==> config.mk <==
export PLATFORM = sky130hd
export DESIGN_NAME = hjt_queue
export DESIGN_NICKNAME = d
export VERILOG_FILES = /design/src/design/hjt_pkg.sv /design/src/design/hjt_queue.sv
export SDC_FILE = /design/constraint.sdc
export NUM_CORES = 1
export LEC_CHECK = 0
export ABC_AREA = 0
export ABC_CLOCK_PERIOD_IN_PS = 62800
export BUFFER_PORTS_ARGS = -buffer_cell sky130_fd_sc_hd__buf_2
export CORE_AREA = 4 4 414 416
export DETAILED_ROUTE_END_ITERATION = 7
export DIE_AREA = 0 0 418 420
export PLACE_DENSITY = 0.45
export REMOVE_ABC_BUFFERS = 1
export SLEW_MARGIN = 20
export SYNTH_ARGS = -nofsm -noshare
export SYNTH_HDL_FRONTEND = slang
export SYNTH_SLANG_ARGS = --single-unit
==> constraint.sdc <==
create_clock -name clk_i -period 62.8 [get_ports clk_i]
set_clock_uncertainty 0.15 [all_clocks]
set_input_delay 3.14 -clock clk_i [delete_from_list [all_inputs] [get_ports clk_i]]
set_output_delay 3.14 -clock clk_i [all_outputs]
set_load 0.005 [all_outputs]
==> src/design/hjt_pkg.sv <==
// Package for the hash join table: shared word types, the queued command
// format, status and kind codes, and the count clamp.
// No dependencies.
package hjt_pkg;

  localparam int WORD_W    = 64;
  localparam int WORDS     = 4;
  localparam int BKT_W_MAX = 16;
  localparam int ROW_W     = 2 * WORDS * WORD_W;

  typedef enum logic [1:0] {
    ST_INSERTED = 2'd0,
    ST_FULL     = 2'd1,
    ST_MATCH    = 2'd2,
    ST_NO_MATCH = 2'd3
  } status_e;

  typedef enum logic {
    KIND_INSERT = 1'b0,
    KIND_PROBE  = 1'b1
  } kind_e;

  // Configuration register indexes.
  localparam logic CFG_KEY_COUNT     = 1'b0;
  localparam logic CFG_PAYLOAD_COUNT = 1'b1;

  typedef logic [WORDS-1:0][WORD_W-1:0] words_t;

  // One classified item on its way from the front to the back.
  typedef struct packed {
    kind_e                kind;
    logic [BKT_W_MAX-1:0] bucket;
    words_t               keys;
    words_t               pays;
  } cmd_t;

  // Counts above four act as four.
  function automatic logic [2:0] clamp_count(input logic [2:0] c);
    return (c > 3'd4) ? 3'd4 : c;
  endfunction

endpackage

==> src/design/hjt_queue.sv <==
// Short command queue between the front and the back of the hash join table.
// Depends on hjt_pkg.
module hjt_queue #(
  parameter int DEPTH = 2
) (
  input  logic          clk_i,
  input  logic          rst_ni,
  input  logic          push_i,
  input  hjt_pkg::cmd_t data_i,
  input  logic          pop_i,
  output hjt_pkg::cmd_t head_o,
  output logic          full_o,
  output logic          empty_o
);
  import hjt_pkg::*;

  localparam int PW = $clog2(DEPTH);
  localparam int CW = $clog2(DEPTH + 1);

  cmd_t          store_q [DEPTH];
  logic [PW-1:0] wr_q, rd_q;
  logic [CW-1:0] cnt_q;

  assign full_o  = (cnt_q == CW'(DEPTH));
  assign empty_o = (cnt_q == '0);
  assign head_o  = store_q[rd_q];

  // Pointers and occupancy.
  always_ff @(posedge clk_i or negedge rst_ni) begin
    if (!rst_ni) begin
      wr_q  <= '0;
      rd_q  <= '0;
      cnt_q <= '0;
    end else begin
      if (push_i) begin
        wr_q <= (wr_q == PW'(DEPTH - 1)) ? '0 : wr_q + PW'(1);
      end
      if (pop_i) begin
        rd_q <= (rd_q == PW'(DEPTH - 1)) ? '0 : rd_q + PW'(1);
      end
      if (push_i && !pop_i) begin
        cnt_q <= cnt_q + CW'(1);
      end else if (pop_i && !push_i) begin
        cnt_q <= cnt_q - CW'(1);
      end
    end
  end

  always_ff @(posedge clk_i) begin
    if (push_i) begin
      store_q[wr_q] <= data_i;
    end
  end

endmodule

# Word level (Yosys, flattened, before mapping)
# Memory sizes are Yosys's and may differ from the RTL's.
# Cells that the tools add are included.
[totals] ram_bits=1058 in_bits=533 ff_bits=4 memories=1 elab_cells=21 output_inout_bits=531
[memory_table] name="store_q" depth=2 word_bits=529 read_ports=1 rd_ports_with_merged_regs=0 wr=1 line="hjt_queue.sv:20" source="cmd_t store_q [DEPTH];"
[classes] n_addsub=4 reduce_logical=6 mux=6 n_eq_ne=1
[ops] op="two-way mux 1 bit" count=4
[ops] op="two-way mux 2 bit" count=2
[ops] op="adder 1 bit, second input constant" count=2
[ops] op="adder 2 x 1 -> 2 bit, second input constant" count=1
[ops] op="equality test 2 bit, second input constant" count=1
[ops] op="logical AND 1 bit" count=2
[ops] op="logical NOT 1 bit" count=2
[ops] op="logical NOT 2 bit" count=1
[ops] op="nonzero test 2 bit" count=1
[ops] op="subtractor 2 x 1 -> 2 bit, second input constant" count=1

# Depth between registers and ports, before layout
# Gate-level depths: netlist (run 1).
[depth] word_depth=4 depth_mapped=5 mapped_depth_nobuf=5

# Worst setup path after synthesis (run 1)
# Ideal clock, no wire load.
[synth_timing] path_kind="in2reg" start="in push_i" end="mem store_q[0][0] in the netlist's numbering, enable pin" stages=1 setup_ns=1.497 required_time_ns=61.153 path_slack_ns=35.336 arrival_time_ns=25.816 path_buffers=0 path_cell_list="nor2b_1"
[synth_via] elab_chain_cells=2
[synth_lines] element="from (decl)" line="hjt_queue.sv:8" source="input logic push_i,"
[synth_lines] element="two-way mux 1 bit" line="hjt_queue.sv:50" source="if (push_i) begin"
[synth_lines] element="two-way mux 1 bit (implied by the code)" line="hjt_queue.sv:51" source="store_q[wr_q] <= data_i;"
[synth_lines] element="to (decl)" line="hjt_queue.sv:20"
# No other way between the ends.

==> results.cfg, run 1 <==
[clocking]
h-tree-depth = 3
clk_latency_ps = 720
cts_tree = done
cts_hold_buf = 0
clock_path_buffers = 3
cts_sinks = 1062
cts-root-buf = clkbuf_16
cts_setup_buffers = 0
ctsResizeCount = 0
clk_pin_slew_ps = 60
cts_made_buffers = 116

[worst_hold_path]
min_path_type = reg2reg
holdPathEnd = wr_q
hp-start = wr_q
whs_path_depth = 1

[global_route]
grt_pass1_wl_mm = 158
gr-usage-all-layers = 0.126
grt_max_degree = 153
gr-total-overflow = 0
grt_pass1_vias = 21103
antenna_found_initial = 55

[worst_setup_path]
critPathLaunchType = flip-flop
rr_startpoint = wr_q
setup.worst_path.end_class = primary output
required_ps = 59510
ff2ff_path_depth = 5
r2r_setup_slack_ps = 58060
path_class = reg2out
timing.rr.end = store_q[0][167]
cp-startpoint = rd_q
worstPathMaxFanout = 152
arrival_ps = 4750

[timing]
min_period_ps = 8040
slew_headroom = 0.272
setup_viol = 0
rsz0062_at_grt = no
slew_violations = 0
tns_ps = 0
period_share = 0.128
tightest_slew_ps = 1090
holdWs_ps = 402
max_freq_mhz = 124
hold_violations = 0

[route]
drcViolationCount = 0
vias = 20138
wl_per_cell_um = 22.8
drt-met1-wl_mm = 45.1
wl_met2_mm = 59.9
routed_wl_mm = 117
via_per_inst = 3.92
ant_nets = 0
wl_met3_mm = 8.46
drt-initial-drc-count = 1120
first_pass_iters = 4
top_layer = met5

[logic_synthesis]
yosysUniqueCellTypes = 13
yosys_most_used_dff = edfxtp_1
mappedNetlistArea_mm2 = 0.0386
ys_seq_elements = 1062
synthTopCellsByCount = 1058 x edfxtp_1, 529 x mux2_2, 46 x buf_6
synth_warnings = 0
postSynthAreaPerCell_um2 = 23.2
ys_async_sr_fraction = 0.00377
synth_top_area_cell = edfxtp_1
synth_top_area_frac = 0.823
synth_area_leaders = edfxtp_1 82%, mux2_2 15%, buf_6 1.3%
yosysMostFrequentCell = edfxtp_1
syn_inst = 1662
ys_seq_area_frac = 0.826
synth_edf_count = 1058

[flow_run]
drv_cap = 0

[floorplanning]
die_area_mm2 = 0.176
die_w_um = 418
fp-row-count = 150
core_mm2 = 0.167
die_y_um = 420
initial_core_util = 0.231
pin_count = 1064

[run_status]
status = finished, final reports clean

[power]
p_per_area_mw_per_mm2 = 44.6
p_leak_nw = 18.2
peakVddDrop_mv = 0.0338

[finish]
stdcell_area_mm2 = 0.0498
nets = 3340
regArea_mm2 = 0.0319
multi_input_area_mm2 = 0.00605
fill_cells = 16684
area_growth_pct = 29.2
layout-drive-gt1-share = 0.614

[place]
gp_congestion = 0.809
portBuffers = 1063
dpl.hpwl_mm = 85.3
dpl_cell_area_mm2 = 0.0462
metrics by stage:
step	power, mW	setup slack (ps)	instances	util
detailed placement	1.62	55030	4892	0.276
finish	2.22	54760	5134	0.298
CTS	2.27	54550	5108	0.298
global route	2.33	54440	5127	0.298
global placement	1.62	54990	4892	0.276
floorplan	1.54	35340	1603	-
worst max path at each step:
stage	depth (start not counted)	slack (ps)	end
floorplan	1	35340	store_q[0][0]
global placement	6	54990	store_q[0][136]
detailed placement	6	55030	store_q[0][136]
CTS	5	54550	head_o[475]
global route	5	54440	head_o[475]
finish	5	54760	head_o[475]
critical path, cell delays in order, from the launching register on:
cell	delay (ps)
dfrtp_4	760
buf_4	890
buf_12	600
buf_4	770
mux2_2	410
buf_2	150
layout make-up:
cell class | count | share of cell area
tap | 2204 | 0.0553
timing repair buffer | 1085 | 0.111
sequential | 1062 | 0.640
inverter | 1 | 0.0000753
multi-input combinational | 540 | 0.121
clock buffer | 142 | 0.0606
antenna | 26 | 0.00131
clock inverter | 74 | 0.0110
where the power goes:
part           total (mW)  switching [mW]  internal, mW
clock               0.643           0.277         0.366
combinational       0.606           0.338         0.268
sequential          0.975          0.0336         0.941
total                2.22           0.648          1.57
routing by layer:
metal	global-route usage	vias up
met5	0.00472	-
met4	0.0472	20
met3	0.0479	230
met2	0.216	638
met1	0.143	10244
li1	-	9006
layout by cell type (no fill, tap or decap), drive strengths merged, types with 2 or more instances in the layout:
cell	netlist	layout
clkinv	0	62
edfxtp	1058	1058
nor2	2	2
inv	1	5
diode	0	26
clkbuf	10	142
nor2b	2	2
bufinv	0	6
xor2	4	4
clkinvlp	0	2
buf	49	1085
mux2	529	529
dfrtp	4	4
kinds of logic (layout without fill, tap and decap cells):
family | after synthesis | in the layout | share of synthesized area
XOR/XNOR | 5 | 5 | 0.00113
other | 0 | 26 | 0
flip-flops | 1062 | 1062 | 0.826
buffers and inverters | 60 | 1302 | 0.0175
multiplexers | 529 | 529 | 0.154
adder cells (fa/ha/maj) | 1 | 1 | 0.000324
AND/OR/NAND/NOR | 5 | 5 | 0.000681
registers in the layout, indices dropped and copies added (netlist names):
name,count
cnt_q,2
rd_q,1
wr_q,1
store_q,1058
No activity file was read; power rests on OpenSTA's default activity.
==> run 2, diff against run 1 <==
--- a/config.mk
+++ b/config.mk
@@ -6,7 +6,7 @@
 export NUM_CORES = 1
 export LEC_CHECK = 0
 export ABC_AREA = 0
-export ABC_CLOCK_PERIOD_IN_PS = 62800
+export ABC_CLOCK_PERIOD_IN_PS = 8300
 export BUFFER_PORTS_ARGS = -buffer_cell sky130_fd_sc_hd__buf_2
 export CORE_AREA = 4 4 414 416
 export DETAILED_ROUTE_END_ITERATION = 7
==> constraint.sdc (replaced) <==
create_clock -name clk_i -period 8.3 [get_ports clk_i]
set_clock_uncertainty 0.15 [all_clocks]
set_input_delay 0.415 -clock clk_i [delete_from_list [all_inputs] [get_ports clk_i]]
set_output_delay 0.415 -clock clk_i [all_outputs]
set_load 0.005 [all_outputs]
==> run 2 against run 1 <==
First-iteration DRC count increased by 5.7%. Cell count increased by 10%. Via count increased by 8.9%. Worst hold slack got worse by 160 ps. Critical path depth decreased by 1. Final area increased by 11%. Wire length increased by 0.75%. Power increased to 7.7 times the previous value. Non-clock buffer count increased by 532. Core utilization increased by 3.3 points. Sequential share of layout area decreased by 6.3 points. Combinational power increased to 8.1 times the previous value. Largest cell class unchanged. Largest power group unchanged.
==> results.cfg, run 2 (same netlist as run 1, synthesis figures left out) <==
[clocking]
clk_latency_ps = 690
clock_path_buffers = 3
cts_sinks = 1062
cts_made_buffers = 118
cts-root-buf = clkbuf_16
ctsResizeCount = 0
clk_pin_slew_ps = 60
h-tree-depth = 3
cts_tree = done

[floorplanning]
die_area_mm2 = 0.176
die_y_um = 420
pin_count = 1064
core_mm2 = 0.167
fp-row-count = 150
initial_core_util = 0.231
die_w_um = 418

[finish]
nets = 3874
largest_reg_flops = 1058
area_growth_pct = 43.4
reg.largest.list = store_q (1058), cnt_q (2)
layout-drive-gt1-share = 0.517
top_register = store_q
layout_common_cells = 1063 x buf_2, 1058 x edfxtp_1, 533 x dlygate4sd3_1, 529 x mux2_2, 118 x clkbuf_16
layout_commonest_cell = buf_2

[worst_setup_path]
arrival_ps = 3420
setup.worst_path.end_class = primary output
cp_cell_sequence = buf_12 -> buf_4 -> mux2_2 -> buf_2
critPathTopFamily = buffers and inverters
path_class = reg2out
worstPathMaxFanout = 121
path_buf_inv = 3
slowest_delay_ps = 870
critPathLaunchType = flip-flop
required_ps = 7740
cpMaxStageDelayCell = dfrtp_4

[route]
drcViolationCount = 0
ant_nets = 0
wl_per_cell_um = 20.9
via_per_inst = 3.88
vias = 21923
first_pass_iters = 5
drt-initial-drc-count = 1184
routed_wl_mm = 118

[timing]
period_share = 0.480
slew_headroom = 0.196
hold_violations = 0
max_freq_mhz = 251
slew_violations = 0
tns_ps = 0
holdWs_ps = 243
rsz0062_at_grt = no
min_period_ps = 3980
setup_viol = 0
tightest_slew_ps = 1210

[place]
gp_congestion = 0.827
portBuffers = 1063
dpl.hpwl_mm = 84.0

[power]
p_per_area_mw_per_mm2 = 311
total_power_mw = 17.2
peakVddDrop_mv = 0.249
p_leak_nw = 20.4

[global_route]
gr-total-overflow = 0
grt_pass1_vias = 23555
gr-usage-all-layers = 0.127
grt_max_degree = 155
grt_pass1_wl_mm = 163
antenna_found_initial = 20

[run_status]
status = finished, final reports clean

[worst_hold_path]
min_path_type = in2reg

[flow_run]
drv_cap = 0
run 2: power by group:
| part | switching (mW) | internal [mW] | total [mW] |
|---|---|---|---|
| Sequential | 0.247 | 7.11 | 7.36 |
| Combinational | 2.67 | 2.23 | 4.89 |
| Clock | 2.13 | 2.81 | 4.94 |
run 2: layout make-up:
class / count / area, um2
antenna: 14 / 35.0
clock buffer: 151 / 3080
clock inverter: 66 / 599
fill: 16439 / 112000
inverter: 1 / 3.75
multi-input combinational: 540 / 6050
sequential: 1062 / 31900
tap: 2204 / 2760
timing repair buffer: 1617 / 10900
run 2: through the flow:
stage           util  worst slack, ps  cell area, um2  std cells
5_1_grt        0.331             4020           55300       5650
4_1_cts        0.331             4100           55300       5641
3_5_place_dp   0.277             4930           46300       4891
2_1_floorplan      -           -17020           37900       1603
6_report       0.331             4320           55300       5655
3_3_place_gp   0.277             4950           46300       4891
run 2: timing repair:
item / 4_1_cts / 5_1_grt
hold buffers: 533 / 0
hold endpoints to repair: 1065 / 0
buffers inserted: 0 / 0
run 2: worst paths after layout:
| check | end | slack [ps] | start | depth (start not counted) |
|---|---|---|---|---|
| max in group asynchronous | rd_q | 7270 | rst_ni | 3 |
| hold reg to reg | wr_q | 390 | wr_q | 1 |
| min in group asynchronous | rd_q | 530 | rst_ni | 3 |
| setup / recovery | head_o[156] | 4320 | rd_q | 4 |
| setup reg to reg | store_q[1][195] | 5310 | wr_q | 3 |
| hold / removal | store_q[0][305] | 240 | data_i[305] | 2 |
run 2: worst reg2reg max path, stage by stage, from the launching register on:
cell and delay, ps:
dfrtp_1 410, and2_4 660, buf_12 600, buf_4 790
run 2: per-layer routing:
layer  global-route usage  share of wire
met5                    0        0.00023
met4               0.0441          0.027
met3               0.0326          0.059
met2                0.224           0.52
met1                0.149           0.40
==> run 3, diff against run 2 <==
--- a/config.mk
+++ b/config.mk
@@ -6,7 +6,7 @@
 export NUM_CORES = 1
 export LEC_CHECK = 0
 export ABC_AREA = 0
-export ABC_CLOCK_PERIOD_IN_PS = 8300
+export ABC_CLOCK_PERIOD_IN_PS = 4000
 export BUFFER_PORTS_ARGS = -buffer_cell sky130_fd_sc_hd__buf_2
 export CORE_AREA = 4 4 414 416
 export DETAILED_ROUTE_END_ITERATION = 7
==> constraint.sdc (replaced) <==
create_clock -name clk_i -period 4 [get_ports clk_i]
set_clock_uncertainty 0.15 [all_clocks]
set_input_delay 0.2 -clock clk_i [delete_from_list [all_inputs] [get_ports clk_i]]
set_output_delay 0.2 -clock clk_i [all_outputs]
set_load 0.005 [all_outputs]
==> run 3 against run 2 <==
Sequential cell count is the same. Register-to-register slack lost 3500 ps. Worst setup slack lost 3300 ps. Via count grew 8.2%. Sequential share of layout area shrank 3.8 points. Worst hold slack lost 150 ps. Non-clock buffer count grew 393. Sequential power grew 110%. Power grew 110%. Critical path depth is the same. Cell count grew 6.8%. Critical path type unchanged.
==> results.cfg, run 3 (same netlist as run 1, synthesis figures left out) <==
[run_status]
status = finished, final reports clean

[floorplanning]
initial_core_util = 0.231
die_y_um = 420
fp-row-count = 150
die_w_um = 418
die_area_mm2 = 0.176
core_mm2 = 0.167
pin_count = 1064

[timing]
hold_violations = 0
tightest_slew_ps = 817
min_period_ps = 3000
setup_viol = 0
slew_headroom = 0.455
tns_ps = 0
holdWs_ps = 89.6
slew_violations = 0
rsz0062_at_grt = no
period_share = 0.751
max_freq_mhz = 333

[power]
peakVddDrop_mv = 0.377
total_power_mw = 36.5
p_leak_nw = 22.2
p_per_area_mw_per_mm2 = 615

[worst_setup_path]
cpMaxStageDelayCell = dfrtp_4
path_buf_inv = 3
crit_top_cell = buf_12
path_class = reg2out
rr_startpoint = wr_q
r2r_setup_slack_ps = 1790
cp_cell_sequence = buf_12 -> buf_12 -> mux2_2 -> buf_2
critPathLaunchType = flip-flop
arrival_ps = 2650
critPathTopFamily = buffers and inverters
slowest_delay_ps = 630
required_ps = 3650
setup.worst_path.end_class = primary output
worstPathMaxFanout = 54
cp-startpoint = rd_q

[worst_hold_path]
min_path_type = in2reg
hp-start = data_i[323]

[route]
ant_nets = 0
first_pass_iters = 5
wl_per_cell_um = 20.8
drcViolationCount = 0
drt-initial-drc-count = 1358
routed_wl_mm = 126
via_per_inst = 3.93
vias = 23724

[place]
dpl.hpwl_mm = 89.4
gp_congestion = 0.878
portBuffers = 1063

[finish]
area_growth_pct = 53.7
largest_reg_flops = 1058
fill_cells = 16145
layout_commonest_cell = buf_2
reg.largest.list = store_q (1058), cnt_q (2)
top_register = store_q
nets = 4267
layout-drive-gt1-share = 0.474
layout_common_cells = 1063 x buf_2, 1058 x edfxtp_1, 894 x dlygate4sd3_1, 529 x mux2_2, 119 x clkbuf_16

[clocking]
cts_made_buffers = 118
cts_setup_buffers = 0
cts-root-buf = clkbuf_16
ctsResizeCount = 0
clock_path_buffers = 3
cts_sinks = 1062
h-tree-depth = 3
cts_tree = done
clk_latency_ps = 720
clk_pin_slew_ps = 60

[global_route]
antenna_found_initial = 16
grt_max_degree = 110
grt_pass1_vias = 25706
gr-total-overflow = 0
gr-usage-all-layers = 0.137
grt_pass1_wl_mm = 175

[flow_run]
drv_cap = 0
[run 3: cell count changes in the layout (fill, tap and decap cells not counted), moves of 4 or more]
cell / change
dlygate4sd3_1: +361
buf_4: +27
clkbuf_1: -16
clkinv_1: +8
diode_2: -6
buf_12: +5
bufinv_16: +5
clkinv_16: -4
[run 3: report_power, final]
group,switching (mW),total [mW],internal [mW]
registers,0.483,15.2,14.7
clock network,4.43,10.5,6.12
logic,5.69,10.7,5.01
[run 3: worst reg2reg max path: stages (launching register included)]
cell,delay (ps)
dfrtp_1,420
and2_4,470
buf_12,280
buf_12,400
[run 3: worst paths after layout]
| kind | to | depth (start not counted) |
|---|---|---|
| setup / recovery | head_o[460] | 4 |
| hold / removal | store_q[0][323] | 2 |
| setup reg to reg | store_q[1][494] | 3 |
| hold reg to reg | cnt_q[1] | 1 |
| max in group asynchronous | rd_q | 3 |
| min in group asynchronous | wr_q | 3 |
[run 3: stage by stage]
stage                     setup slack (ps)   util  std cells  cell area, um2
final                                  997  0.355       6039           59300
after global routing                   806  0.354       6035           59300
after CTS                              784  0.354       6031           59300
after detailed placement              1660  0.279       4923           46600
after global placement                1670  0.279       4923           46600
after floorplan                     -21320      -       1603           37900
[run 3: per-layer routing]
metal / GRT usage / wire length, um / vias to the layer above
li1: - / - / 10855
met1: 0.157 / 48200 / 11939
met2: 0.245 / 65700 / 730
met3: 0.0351 / 7720 / 192
met4: 0.0490 / 3930 / 8
met5: 0 / 49 / -
[run 3: cell type report]
type | instances | area [um2] | share of cell area
sequential | 1062 | 31900 | 0.538
antenna | 8 | 20.0 | 0.000338
inverter | 1 | 3.75 | 0.0000633
multi-input combinational | 540 | 6050 | 0.102
timing repair buffer | 2010 | 14900 | 0.251
clock inverter | 78 | 686 | 0.0116
clock buffer | 136 | 3040 | 0.0513
tap | 2204 | 2760 | 0.0465
[run 3: repair_timing]
item | in CTS | in global routing
endpoints found under the hold margin | 1130 | 0
hold buffers | 894 | 0
setup endpoints to repair | 0 | 0
