**config.mk**
```make
export PLATFORM = sky130hd
export DESIGN_NAME = hjt_front
export DESIGN_NICKNAME = d
export VERILOG_FILES = /design/src/design/hjt_pkg.sv /design/src/design/hjt_front.sv
export SDC_FILE = /design/constraint.sdc
export NUM_CORES = 1
export LEC_CHECK = 0
export BUFFER_PORTS_ARGS = -buffer_cell sky130_fd_sc_hd__buf_2
export CAP_MARGIN = 20
export CORE_AREA = 2 2 436 438
export DETAILED_ROUTE_END_ITERATION = 16
export DIE_AREA = 0 0 438 440
export SETUP_SLACK_MARGIN = 0.15
export SLEW_MARGIN = 5
export SYNTH_ARGS = -nofsm -noshare
export SYNTH_HDL_FRONTEND = slang
export SYNTH_SLANG_ARGS = --single-unit
export TNS_END_PERCENT = 100
```
**constraint.sdc**
```tcl
create_clock -name clk_i -period 7.14 [get_ports clk_i]
set_clock_uncertainty 0.05 [all_clocks]
set_input_delay 0.714 -clock clk_i [delete_from_list [all_inputs] [get_ports clk_i]]
set_output_delay 0.714 -clock clk_i [all_outputs]
set_load 0.02 [all_outputs]
```
**src/design/hjt_pkg.sv**
```systemverilog
// Package for the hash join table: shared word types, the queued command
// format, status and kind codes, and the count clamp.
// No dependencies.
package hjt_pkg;

  localparam int WORD_W    = 64;
  localparam int WORDS     = 4;
  localparam int BKT_W_MAX = 16;
  localparam int ROW_W     = 2 * WORDS * WORD_W;

  typedef enum logic [1:0] {
    ST_INSERTED = 2'd0,
    ST_FULL     = 2'd1,
    ST_MATCH    = 2'd2,
    ST_NO_MATCH = 2'd3
  } status_e;

  typedef enum logic {
    KIND_INSERT = 1'b0,
    KIND_PROBE  = 1'b1
  } kind_e;

  // Configuration register indexes.
  localparam logic CFG_KEY_COUNT     = 1'b0;
  localparam logic CFG_PAYLOAD_COUNT = 1'b1;

  typedef logic [WORDS-1:0][WORD_W-1:0] words_t;

  // One classified item on its way from the front to the back.
  typedef struct packed {
    kind_e                kind;
    logic [BKT_W_MAX-1:0] bucket;
    words_t               keys;
    words_t               pays;
  } cmd_t;

  // Counts above four act as four.
  function automatic logic [2:0] clamp_count(input logic [2:0] c);
    return (c > 3'd4) ? 3'd4 : c;
  endfunction

endpackage

```
**src/design/hjt_front.sv**
```systemverilog
// Front end of the hash join table: accepts input transfers and reduces the
// hash to a bucket number, eight hash bits per cycle.
// Depends on hjt_pkg.
module hjt_front #(
  parameter int BUCKET_CNT = 256
) (
  input  logic          clk_i,
  input  logic          rst_ni,
  input  logic          s_axis_tvalid,
  output logic          s_axis_tready,
  input  logic [575:0]  s_axis_tdata,
  input  logic          s_axis_tuser,
  input  logic          enable_i,
  output logic          q_push_o,
  output hjt_pkg::cmd_t q_cmd_o,
  input  logic          q_full_i
);
  import hjt_pkg::*;

  localparam int BW = $clog2(BUCKET_CNT);
  localparam int RW = BW + 1;

  typedef enum logic [2:0] {
    F_IDLE = 3'b001,
    F_MOD  = 3'b010,
    F_PUSH = 3'b100
  } fstate_e;

  fstate_e     state_q, state_d;
  logic [63:0] hash_q, hash_d;
  kind_e       kind_q;
  words_t      keys_q, pays_q;
  logic [BW-1:0] rem_q, rem_d;
  logic [2:0]  step_q, step_d;
  logic        accept;

  assign s_axis_tready = (state_q == F_IDLE) && enable_i;
  assign accept        = s_axis_tvalid && s_axis_tready;

  // Remainder of the hash by the bucket count, most significant bits first.
  always_comb begin
    logic [RW-1:0] t;
    logic [BW-1:0] r;
    r = rem_q;
    t = '0;
    for (int i = 0; i < 8; i++) begin
      t = {r, hash_q[63-i]};
      if (t >= RW'(BUCKET_CNT)) begin
        t = t - RW'(BUCKET_CNT);
      end
      r = t[BW-1:0];
    end
    rem_d = r;
  end

  // Sequencing of accept, reduce and hand-off.
  always_comb begin
    state_d  = state_q;
    hash_d   = hash_q;
    step_d   = step_q;
    q_push_o = 1'b0;
    case (state_q)
      F_IDLE: begin
        if (accept) begin
          hash_d  = s_axis_tdata[63:0];
          step_d  = '0;
          state_d = F_MOD;
        end
      end
      F_MOD: begin
        hash_d = {hash_q[55:0], 8'h00};
        step_d = step_q + 3'd1;
        if (step_q == 3'd7) begin
          state_d = F_PUSH;
        end
      end
      F_PUSH: begin
        if (!q_full_i) begin
          q_push_o = 1'b1;
          state_d  = F_IDLE;
        end
      end
      default: state_d = F_IDLE;
    endcase
  end

  always_ff @(posedge clk_i or negedge rst_ni) begin
    if (!rst_ni) begin
      state_q <= F_IDLE;
      step_q  <= '0;
    end else begin
      state_q <= state_d;
      step_q  <= step_d;
    end
  end

  // Item payload and the running remainder.
  always_ff @(posedge clk_i) begin
    hash_q <= hash_d;
    if (accept) begin
      kind_q <= kind_e'(s_axis_tuser);
      keys_q <= s_axis_tdata[319:64];
      pays_q <= s_axis_tdata[575:320];
      rem_q  <= '0;
    end else if (state_q == F_MOD) begin
      rem_q <= rem_d;
    end
  end

  assign q_cmd_o.kind   = kind_q;
  assign q_cmd_o.bucket = BKT_W_MAX'(rem_q);
  assign q_cmd_o.keys   = keys_q;
  assign q_cmd_o.pays   = pays_q;

endmodule

```
# Yosys cells after proc, flatten, opt, wreduce, memory -nomap -nowiden
# Index checks and enable logic that the tools add are counted.
[word_totals]
word_cells = 60
in_bits = 582
register_bits = 591
[classes]
n_reduce_logical = 5
muxes = 18
magnitude_cmp = 8
add_sub_neg = 9
n_eq_ne = 7
[ops]
columns = ["op", "n"]
rows = [
  ["64-bit case mux with 2 select lines", 1],
  ["9-bit greater-or-equal comparator (second input constant)", 8],
  ["64-bit 2-to-1 mux", 1],
  ["8-bit 2-to-1 mux", 8],
  ["8-bit by 1-bit subtractor with 8-bit output (second input constant)", 8],
  ["3-bit 2-to-1 mux", 4],
  ["3-bit case mux with 3 select lines", 1],
  ["3-bit equality test (second input constant)", 2],
  ["2-bit inequality test (second input constant)", 3],
  ["3-bit case mux with 2 select lines", 1],
  ["3-bit by 1-bit adder with 3-bit output (second input constant)", 1],
  ["3-bit by 1-bit equality test with 1-bit output (second input constant)", 1],
  ["3-bit by 2-bit equality test with 1-bit output (second input constant)", 1],
  ["3-bit AND reduction", 1],
  ["1-bit logical AND", 2],
  ["1-bit 2-to-1 mux", 2],
  ["2-bit AND reduction", 1],
  ["2-bit nonzero test", 1],
]

# Longest topological paths before layout
# Gate-level depths: netlist of run 1.
[depth]
word_depth = 16
mapped_depth = 6
ltp_nobuf = 4

# Worst setup path before layout of run 1
# Ideal clock, no wire load.
[synth_path]
path_kind = "input -> register"
from = "input port enable_i"
to = "register kind_q (enable)"
n_path_buf = 1
setup_time_ns = 0.656
setup_slack_ns = -0.804
arrival_ns = 7.239
stages = 3
cell_sequence = "and4bb_2 > and2_0 > buf_2"
[synth_between]
elab_chain_len = 2
[synth_rtl]
columns = ["item", "line", "source"]
rows = [
  ["start: declaration", "hjt_front.sv:13", "input logic enable_i,"],
  ["1-bit logical AND", "hjt_front.sv:37", "assign s_axis_tready = (state_q == F_IDLE) && enable_i;"],
  ["1-bit logical AND", "hjt_front.sv:38", "assign accept = s_axis_tvalid && s_axis_tready;"],
  ["net accept", "hjt_front.sv:35", "logic accept;"],
  ["end signal: assignment", "hjt_front.sv:101", "kind_q <= kind_e'(s_axis_tuser);"],
  ["end: declaration", "hjt_front.sv:31", "kind_e kind_q;"],
]
# The timed path passes the listed nets, and every way through them passes these cells.
# A chain may end at the register's enable or synchronous reset.

# Worst setup path in the final report of run 1
[layout_path]
from = "register state_q[0]"
to = "register keys_q, in the netlist q_cmd_o[403] (enable)"
[layout_between]
elab_chain_len = 3
[layout_rtl]
columns = ["item", "line", "source"]
rows = [
  ["start: declaration", "hjt_front.sv:29", "fstate_e state_q, state_d;"],
  ["start signal: assignment", "hjt_front.sv:92", "state_q <= state_d;"],
  ["3-bit by 1-bit equality test with 1-bit output", "hjt_front.sv:37", ""],
  ["1-bit logical AND", "hjt_front.sv:37", ""],
  ["1-bit logical AND", "hjt_front.sv:38", ""],
  ["end signal: assignment", "hjt_front.sv:102", "keys_q <= s_axis_tdata[319:64];"],
  ["end: declaration", "hjt_front.sv:32", "words_t keys_q, pays_q;"],
]
# No other way between the ends.

==> flow_metrics.tcl, run 1 <==
set metrics [dict create \
    clkLatencyLatePin_ps 680 \
    drive_above_1_share 0.597 \
    ys_warn_count 0 \
    rr_endpoint "q_cmd_o[403]" \
    drt-initial-drc-count 1149 \
    cts_buffers 74 \
    cts_resized 0 \
    min_period_over_period 0.392 \
    clock.fmax_mhz 358 \
    fin_setup_tns_ps 0 \
    r2r_start "state_q[0]" \
    grt_pass1_vias 12500 \
    cts_tree "done" \
    syn_inst 842 \
    ys_types 24 \
    crit_buf_inv 1 \
    post-place-ws_ps 4130 \
    fp-row-count 160 \
    cpPeakStageDelay_ps 600 \
    fin_util 0.160 \
    path_max_fanout 166 \
    ff2ff_setup_slack_ps 4340 \
    worst_slew_pin_slew_ps 1190 \
    power_density_mw_per_mm2 297 \
    vdd_drop_max_mv 0.160 \
    clock_path_buffers 3 \
    critPathCapture "q_cmd_o[403]" \
    syn_avg_cell_area_um2 22.3 \
    final_cell_area_mm2 0.0301 \
    synth_seq_area_share 0.940 \
    path_class "flop to flop" \
    mostFrequentLayoutCells "1104 x buf_2, 577 x edfxtp_1, 189 x nand2_1" \
    drc 0 \
    gp_congestion 0.989 \
    route.vias.total 13700 \
    place_hpwl_um 105000 \
    viasPerCell 2.95 \
    grt_pass1_wl_um 145000 \
    max_cap_viol_count 0 \
    antenna_left 0 \
    syn2layout_area_growth_pct 60.3 \
    die_h_um 440 \
    die_x_um 438 \
    worst_r2r_path_depth 3 \
    portBuffers 1104 \
    final_nets 2595 \
    root_buffer "clkbuf_16" \
    grt_max_degree 175 \
    leakage_nw 11.7 \
    hold_viol_final 0 \
    start_kind "flop" \
    cts.sinks 591 \
    rsz0062_at_grt "no" \
    crit_chain "and4bb_2, and2_4, buf_12" \
    htree_levels 3 \
    globalRouteTotalUtil 0.120 \
    initial_core_util 0.0995 \
    wl_per_cell_um 26.4 \
    routed_wirelength_um 122000 \
    startpoint "state_q[0]" \
    cp.arrival_ps 3040 \
    gr-total-overflow 0 \
    syn_area_mm2 0.0188 \
    hold_buffers 1 \
    relSlewSlack 0.205 \
    clk_pin_slew_worst_paths_ps 60 \
    die_area_mm2 0.193 \
    dpl_cell_area_mm2 0.0274 \
    firstDrtPassIters 5 \
    worst-path-stages 3 \
    layout_commonest_cell "buf_2" \
    drv_slew 0 \
    cts_setup_buffers 0 \
    outcome "completed" \
    critical-path-top-delay-family "simple AND/OR/NAND/NOR gates" \
    layout_setup_ws_ps 4340 \
    antenna_found_initial 240 \
    fin_crit_ps 2800 \
    yosys_register_bits 591 \
    pin_count 1113 \
    hp-class "input pin to flop" \
    coreArea_mm2 0.189 \
    cp_slowest_cell "dfstp_2" \
    setup_viol 0 \
    crit_path_end_kind "flop" \
    cp.required_ps 7380 \
]
## synthesized netlist by cell type (all sizes together)
master / count / share of area
dfxtp: 8 / 0.0085
edfxtp: 577 / 0.92
dfstp: 1 / 0.0014
dfrtp: 5 / 0.0067
o21bai: 1 / 0.00040
o21ai: 3 / 0.00080
or3b: 1 / 0.00047
ha: 2 / 0.0013
buf: 21 / 0.0085
nand2: 189 / 0.038
clkbuf: 5 / 0.0010
nor3b: 1 / 0.00067
or2: 1 / 0.00033
nor2: 1 / 0.00020
and2: 9 / 0.0030
nand3b: 2 / 0.00080
and4bb: 1 / 0.00067
nor4b: 1 / 0.00047
a21oi: 10 / 0.0027
conb: 1 / 0.00020
nand2b: 2 / 0.00067
## registers in the layout, indices dropped and copies added (netlist names)
register / cells
q_cmd_o: 512
hash_q: 64
rem_q: 8
state_q: 3
step_q: 3
kind_q: 1
## kinds of logic after synthesis
logic type      share of synthesized area
compound gates                    0.00387
other cells                      0.000200
fa+ha+maj                         0.00133
buf+inv                           0.00947
flops                               0.940
simple gates                       0.0451
## routing by layer
layer	GRT usage	wire, µm	part of all wire	vias up
met4	0.0309	3260	0.027	172
met5	0	1100	0.0090	-
li1	-	-	-	5611
met1	0.122	40000	0.33	6493
met2	0.200	59200	0.49	1022
met3	0.0806	18500	0.15	383
## through the flow
stage | std cells | power (mW) | hold WS, ps
floorplan | 849 | 4.53 | 368
global placement | 4445 | 4.98 | 394
detailed placement | 4445 | 5.00 | 400
CTS | 4580 | 9.12 | 41.4
global route | 4597 | 9.27 | 77.5
finish | 4633 | 8.92 | 142
## worst register-to-register path: cells and delay by family (launching register included)
family                 cells  cell delay [ps]
DFF                        1              600
buffers and inverters      1              500
and+or+nand+nor            2              810
## worst min path at each step
| stage | start | end | slack [ps] | cells after the start |
|---|---|---|---|---|
| 2_1_floorplan | rst_ni | state_q[1] | 370 | 0 |
| 3_3_place_gp | rem_q[4] | rem_q[4] | 390 | 2 |
| 3_5_place_dp | rem_q[7] | rem_q[7] | 400 | 2 |
| 4_1_cts | s_axis_tdata[452] | q_cmd_o[132] | 40 | 1 |
| 5_1_grt | s_axis_tdata[165] | q_cmd_o[357] | 80 | 1 |
| 6_report | s_axis_tdata[494] | q_cmd_o[174] | 140 | 1 |
## area by class of cell
cell class	instances	area (µm²)
tap	2511	3140
fill	20900	159000
timing repair buffer	1112	5610
antenna	53	133
clock inverter	50	616
clock buffer	84	1950
sequential	591	17600
multi-input combinational	232	987
## power by group
| part | switching [mW] | total (mW) | internal [mW] |
|---|---|---|---|
| combinational | 0.539 | 0.774 | 0.235 |
| clock | 1.64 | 4.02 | 2.39 |
| sequential | 0.0628 | 4.12 | 4.06 |
(Power assumes the default switching activity.)
==> run 2, diff against run 1 <==
==> constraint.sdc (replaced) <==
create_clock -name clk_i -period 2.37 [get_ports clk_i]
set_clock_uncertainty 0.05 [all_clocks]
set_input_delay 0.237 -clock clk_i [delete_from_list [all_inputs] [get_ports clk_i]]
set_output_delay 0.237 -clock clk_i [all_outputs]
set_load 0.02 [all_outputs]
==> flow_metrics.tcl, run 2 (same netlist as run 1, synthesis figures left out) <==
set metrics [dict create \
    layout_commonest_cell "buf_2" \
    wl_per_cell_um 25.3 \
    intPower_mw 19.8 \
    swShare 0.262 \
    crit_chain "and4bb_2, and2_4, buf_12, buf_12" \
    drc 0 \
    coreArea_mm2 0.189 \
    fp-row-count 160 \
    share_seq_of_total_power 0.463 \
    firstDrtPassIters 5 \
    globalRouteTotalUtil 0.131 \
    initial_core_util 0.0995 \
    placed_cells 4485 \
    syn2layout_area_growth_pct 92.1 \
    cp.required_ps 2670 \
    die_h_um 440 \
    cts_resized 0 \
    clk_pin_slew_worst_paths_ps 60 \
    gr-total-overflow 0 \
    grt_pass1_vias 15700 \
    portBuffers 1104 \
    grt_pass1_wl_um 163000 \
    cts_buffers 72 \
    clkLatencyLatePin_ps 680 \
    cp.arrival_ps 2380 \
    drive_above_1_share 0.471 \
    gp_congestion 0.917 \
    cts_tree "done" \
    hold_viol_final 0 \
    setup_viol 0 \
    cts.sinks 591 \
    route.vias.total 16000 \
    layout_setup_ws_ps 288 \
    outcome "completed" \
    start_kind "flop" \
    final_cell_area_mm2 0.0360 \
    fin_cells 5265 \
    hp-class "input pin to flop" \
    relSlewSlack 0.592 \
    leakage_nw 14.3 \
    fin_setup_tns_ps 0 \
    drv_slew 0 \
    clock_power_share 0.406 \
    place_hpwl_um 112000 \
    cpPeakStageDelay_ps 590 \
    crit_path_end_kind "flop" \
    final_nets 3214 \
    viasPerCell 3.04 \
    routed_wirelength_um 133000 \
    largest_reg_flops 512 \
    htree_levels 3 \
    drt-initial-drc-count 1158 \
    pin_count 1113 \
    worst_slew_pin_slew_ps 612 \
    hold_buffers 582 \
    whs_ps 213 \
    fin_crit_ps 2080 \
    path_max_fanout 50 \
    die_x_um 438 \
    finalPower_mw 26.8 \
    dpl_cell_area_mm2 0.0278 \
    clock.fmax_mhz 480 \
    min_period_over_period 0.878 \
    p_switching_mw 7.02 \
    cp_slowest_cell "dfstp_2" \
    path_class "flop to flop" \
    post-place-ws_ps 232 \
    cts_setup_buffers 0 \
    combPwrFrac 0.130 \
    crit_top_cell "buf_12" \
    clock_path_buffers 3 \
    antenna_found_initial 184 \
    fin_util 0.191 \
    fillCellCount 20400 \
    die_area_mm2 0.193 \
    rsz0062_at_grt "no" \
    antenna_left 0 \
    grt_max_degree 68 \
    vdd_drop_max_mv 0.486 \
    root_buffer "clkbuf_16" \
    mostFrequentLayoutCells "1104 x buf_2, 582 x dlygate4sd3_1, 577 x edfxtp_1" \
    power_density_mw_per_mm2 744 \
    max_cap_viol_count 0 \
]
==> run 2: changes by cell type in the layout (fill, tap and decap cells not counted), moves of 6 or more <==
cell	previous run	this run
diode_2	53	66
buf_4	5	37
dlygate4sd3_1	1	582
buf_12	2	10
bufinv_16	11	4
clkinv_2	8	14
==> run 2: worst max-delay path, delay by kind of cell (launching register included) <==
kind	cells	cell delay [ps]
buffers and inverters	2	590
flip-flops	1	590
AND/OR/NAND/NOR	2	500
==> run 2: cell type report <==
type                    instances  area (µm²)  area share
clock buffers                  84        1870      0.0518
multi-input cells             232         987      0.0274
well taps                    2511        3140      0.0872
diodes                         66         165     0.00458
clock inverters                48         419      0.0116
flip-flops and latches        591       17600       0.489
repair buffers               1733       11800       0.328
==> run 2: routing by layer <==
metal / GRT usage / up-vias / wire length [µm]
met1: 0.147 / 7756 / 48500
met2: 0.220 / 970 / 64500
met3: 0.0532 / 336 / 13700
met5: 0 / - / 667
met4: 0.0548 / 108 / 5760
li1: - / 6854 / -
==> run 2: worst paths after layout <==
path	from	endpoint	slack, ps	cells past startpoint
worst max-delay path	state_q[0]	q_cmd_o[217]	290	4
worst min-delay path	s_axis_tdata[372]	q_cmd_o[52]	210	2
worst max register to register	state_q[0]	q_cmd_o[217]	290	4
worst min register to register	rem_q[4]	rem_q[4]	410	2
max in group asynchronous	rst_ni	state_q[1]	910	4
min in group asynchronous	rst_ni	state_q[0]	680	3
==> run 2: power groups by stage <==
stage	clock network [mW]	logic, mW	registers (mW)
CTS	11.4	3.60	12.4
floorplan	0	0.390	13.2
global placement	0	2.60	12.6
detailed placement	0	2.63	12.6
global route	11.7	3.71	12.5
finish	10.9	3.50	12.4
==> run 3, diff against run 2 <==
--- a/config.mk
+++ b/config.mk
@@ -5,11 +5,11 @@
 export SDC_FILE = /design/constraint.sdc
 export NUM_CORES = 1
 export LEC_CHECK = 0
-export BUFFER_PORTS_ARGS = -buffer_cell sky130_fd_sc_hd__buf_2
 export CAP_MARGIN = 20
-export CORE_AREA = 2 2 436 438
+export CORE_AREA = 2 2 431 433
 export DETAILED_ROUTE_END_ITERATION = 16
-export DIE_AREA = 0 0 438 440
+export DIE_AREA = 0 0 433 435
+export DONT_BUFFER_PORTS = 1
 export SETUP_SLACK_MARGIN = 0.15
 export SLEW_MARGIN = 5
 export SYNTH_ARGS = -nofsm -noshare
==> flow_metrics.tcl, run 3 (same netlist as run 1, synthesis figures left out) <==
set metrics [dict create \
    grt_pass1_wl_um 149000 \
    viasPerCell 2.92 \
    hold_end "q_cmd_o[139]" \
    antenna_left 0 \
    min_delay_path_depth 1 \
    worst_r2r_path_depth 4 \
    grt_max_degree 85 \
    drc 0 \
    power_density_mw_per_mm2 846 \
    placed_cells 3331 \
    root_buffer "clkbuf_16" \
    hold_viol_final 0 \
    r2r_start "state_q[0]" \
    outcome "completed" \
    seq_area_mm2 0.0176 \
    dpl_cell_area_mm2 0.0221 \
    start_kind "flop" \
    path_class "flop to flop" \
    largest_reg_flops 512 \
    cts_buffers 69 \
    ff2ff_setup_slack_ps 200 \
    crit_path_end_kind "flop" \
    max_cap_viol_count 0 \
    drt-initial-drc-count 964 \
    layout_commonest_cell "dlygate4sd3_1" \
    firstDrtPassIters 5 \
    portBuffers 0 \
    vdd_drop_max_mv 0.603 \
    die_x_um 433 \
    pin_count 1113 \
    place_hpwl_um 104000 \
    hp-class "input pin to flop" \
    min_from "s_axis_tdata[459]" \
    coreArea_mm2 0.184 \
    cp.required_ps 2650 \
    die_area_mm2 0.188 \
    grt_pass1_vias 11400 \
    final_nets 2101 \
    relSlewSlack 0.532 \
    gr-total-overflow 0 \
    antenna_found_initial 192 \
    mostFrequentLayoutCells "594 x dlygate4sd3_1, 577 x edfxtp_1, 189 x nand2_1" \
    clk_pin_slew_worst_paths_ps 60 \
    htree_levels 3 \
    final_cell_area_mm2 0.0304 \
    fp-row-count 158 \
    routed_wirelength_um 124000 \
    globalRouteTotalUtil 0.127 \
    clock.fmax_mhz 460 \
    worst_slew_pin_slew_ps 701 \
    rsz0062_at_grt "yes" \
    cp.arrival_ps 2450 \
    gp_congestion 1.07 \
    cts_setup_buffers 0 \
    die_h_um 435 \
    fin_cells 4107 \
    drv_slew 0 \
    setup_viol 0 \
    cts.sinks 591 \
    multi_input_area_um2 987 \
    cts_tree "done" \
    clock_path_buffers 3 \
    rr_endpoint "q_cmd_o[211]" \
    wl_per_cell_um 30.2 \
    leakage_nw 9.84 \
    fillCellCount 19900 \
    min_period_over_period 0.917 \
    syn2layout_area_growth_pct 62.1 \
    route.vias.total 12000 \
    initial_core_util 0.102 \
    clkLatencyLatePin_ps 700 \
    path_max_fanout 68 \
    drive_above_1_share 0.0859 \
    fin_crit_ps 2170 \
]
-- run 3: cell count changes in the layout (fill, tap and decap cells not counted), sizes merged --
cell	change
dlygate4sd3	+12
clkinv	-4
clkbuf	-5
diode	-10
buf	-1123
clkinvlp	-1
inv	+4
-- run 3: area by class of cell --
class,instances,share of cell area
Antenna cell,56,0.00461
Clock buffer,78,0.0593
Clock inverter,47,0.0138
Multi-Input combinational cell,232,0.0325
Sequential cell,591,0.580
Tap cell,2480,0.102
Timing Repair Buffer,623,0.208
-- run 3: critical path, stage by stage (launching register included) --
cell	delay, ps
dfstp_2	600
and4bb_2	310
and2_4	220
buf_12	180
buf_12	350
-- run 3: worst max path at each step --
| stage | from | endpoint | slack (ps) | cells past startpoint |
|---|---|---|---|---|
| 6_report | state_q[0] | q_cmd_o[211] | 200 | 4 |
| 5_1_grt | state_q[0] | q_cmd_o[173] | 140 | 4 |
| 4_1_cts | state_q[0] | q_cmd_o[112] | 160 | 4 |
| 3_5_place_dp | state_q[0] | q_cmd_o[257] | 180 | 4 |
| 3_3_place_gp | state_q[0] | q_cmd_o[280] | 230 | 4 |
| 2_1_floorplan | state_q[0] | kind_q | -460 | 3 |
-- run 3: metrics by stage --
stage,hold slack [ps],utilization,setup TNS [ps],power (mW),setup slack (ps)
final,115,0.165,0,25.7,197
after global placement,-107,0.120,0,14.3,228
after global routing,60.4,0.165,0,26.7,143
after detailed placement,-107,0.120,0,14.3,176
after CTS,1.08,0.164,0,26.2,158
after floorplan,-109,-,-238360,13.6,-460
-- run 3: timing repair --
| item | CTS | global route |
|---|---|---|
| endpoints found under the setup margin | 0 | 73 |
| endpoints found under the hold margin | 610 | 0 |
| hold buffers | 594 | 0 |
| gates resized for setup | 0 | 1 |
-- run 3: power breakdown --
group / switching, mW / internal, mW / leakage, nW
clock network: 4.65 / 6.00 / 1.08
registers: 1.13 / 12.3 / 5.48
logic: 0.876 / 0.822 / 3.28
total: 6.66 / 19.1 / 9.84
-- run 3: routing by layer --
| layer | track usage | share of wire | wire (µm) | vias to the layer above |
|---|---|---|---|---|
| li1 | - | - | - | 4608 |
| met5 | 0 | 0.0057 | 710 | - |
| met1 | 0.138 | 0.35 | 43400 | 5939 |
| met2 | 0.217 | 0.49 | 60900 | 1009 |
| met4 | 0.0380 | 0.033 | 4090 | 110 |
| met3 | 0.0622 | 0.12 | 14900 | 344 |
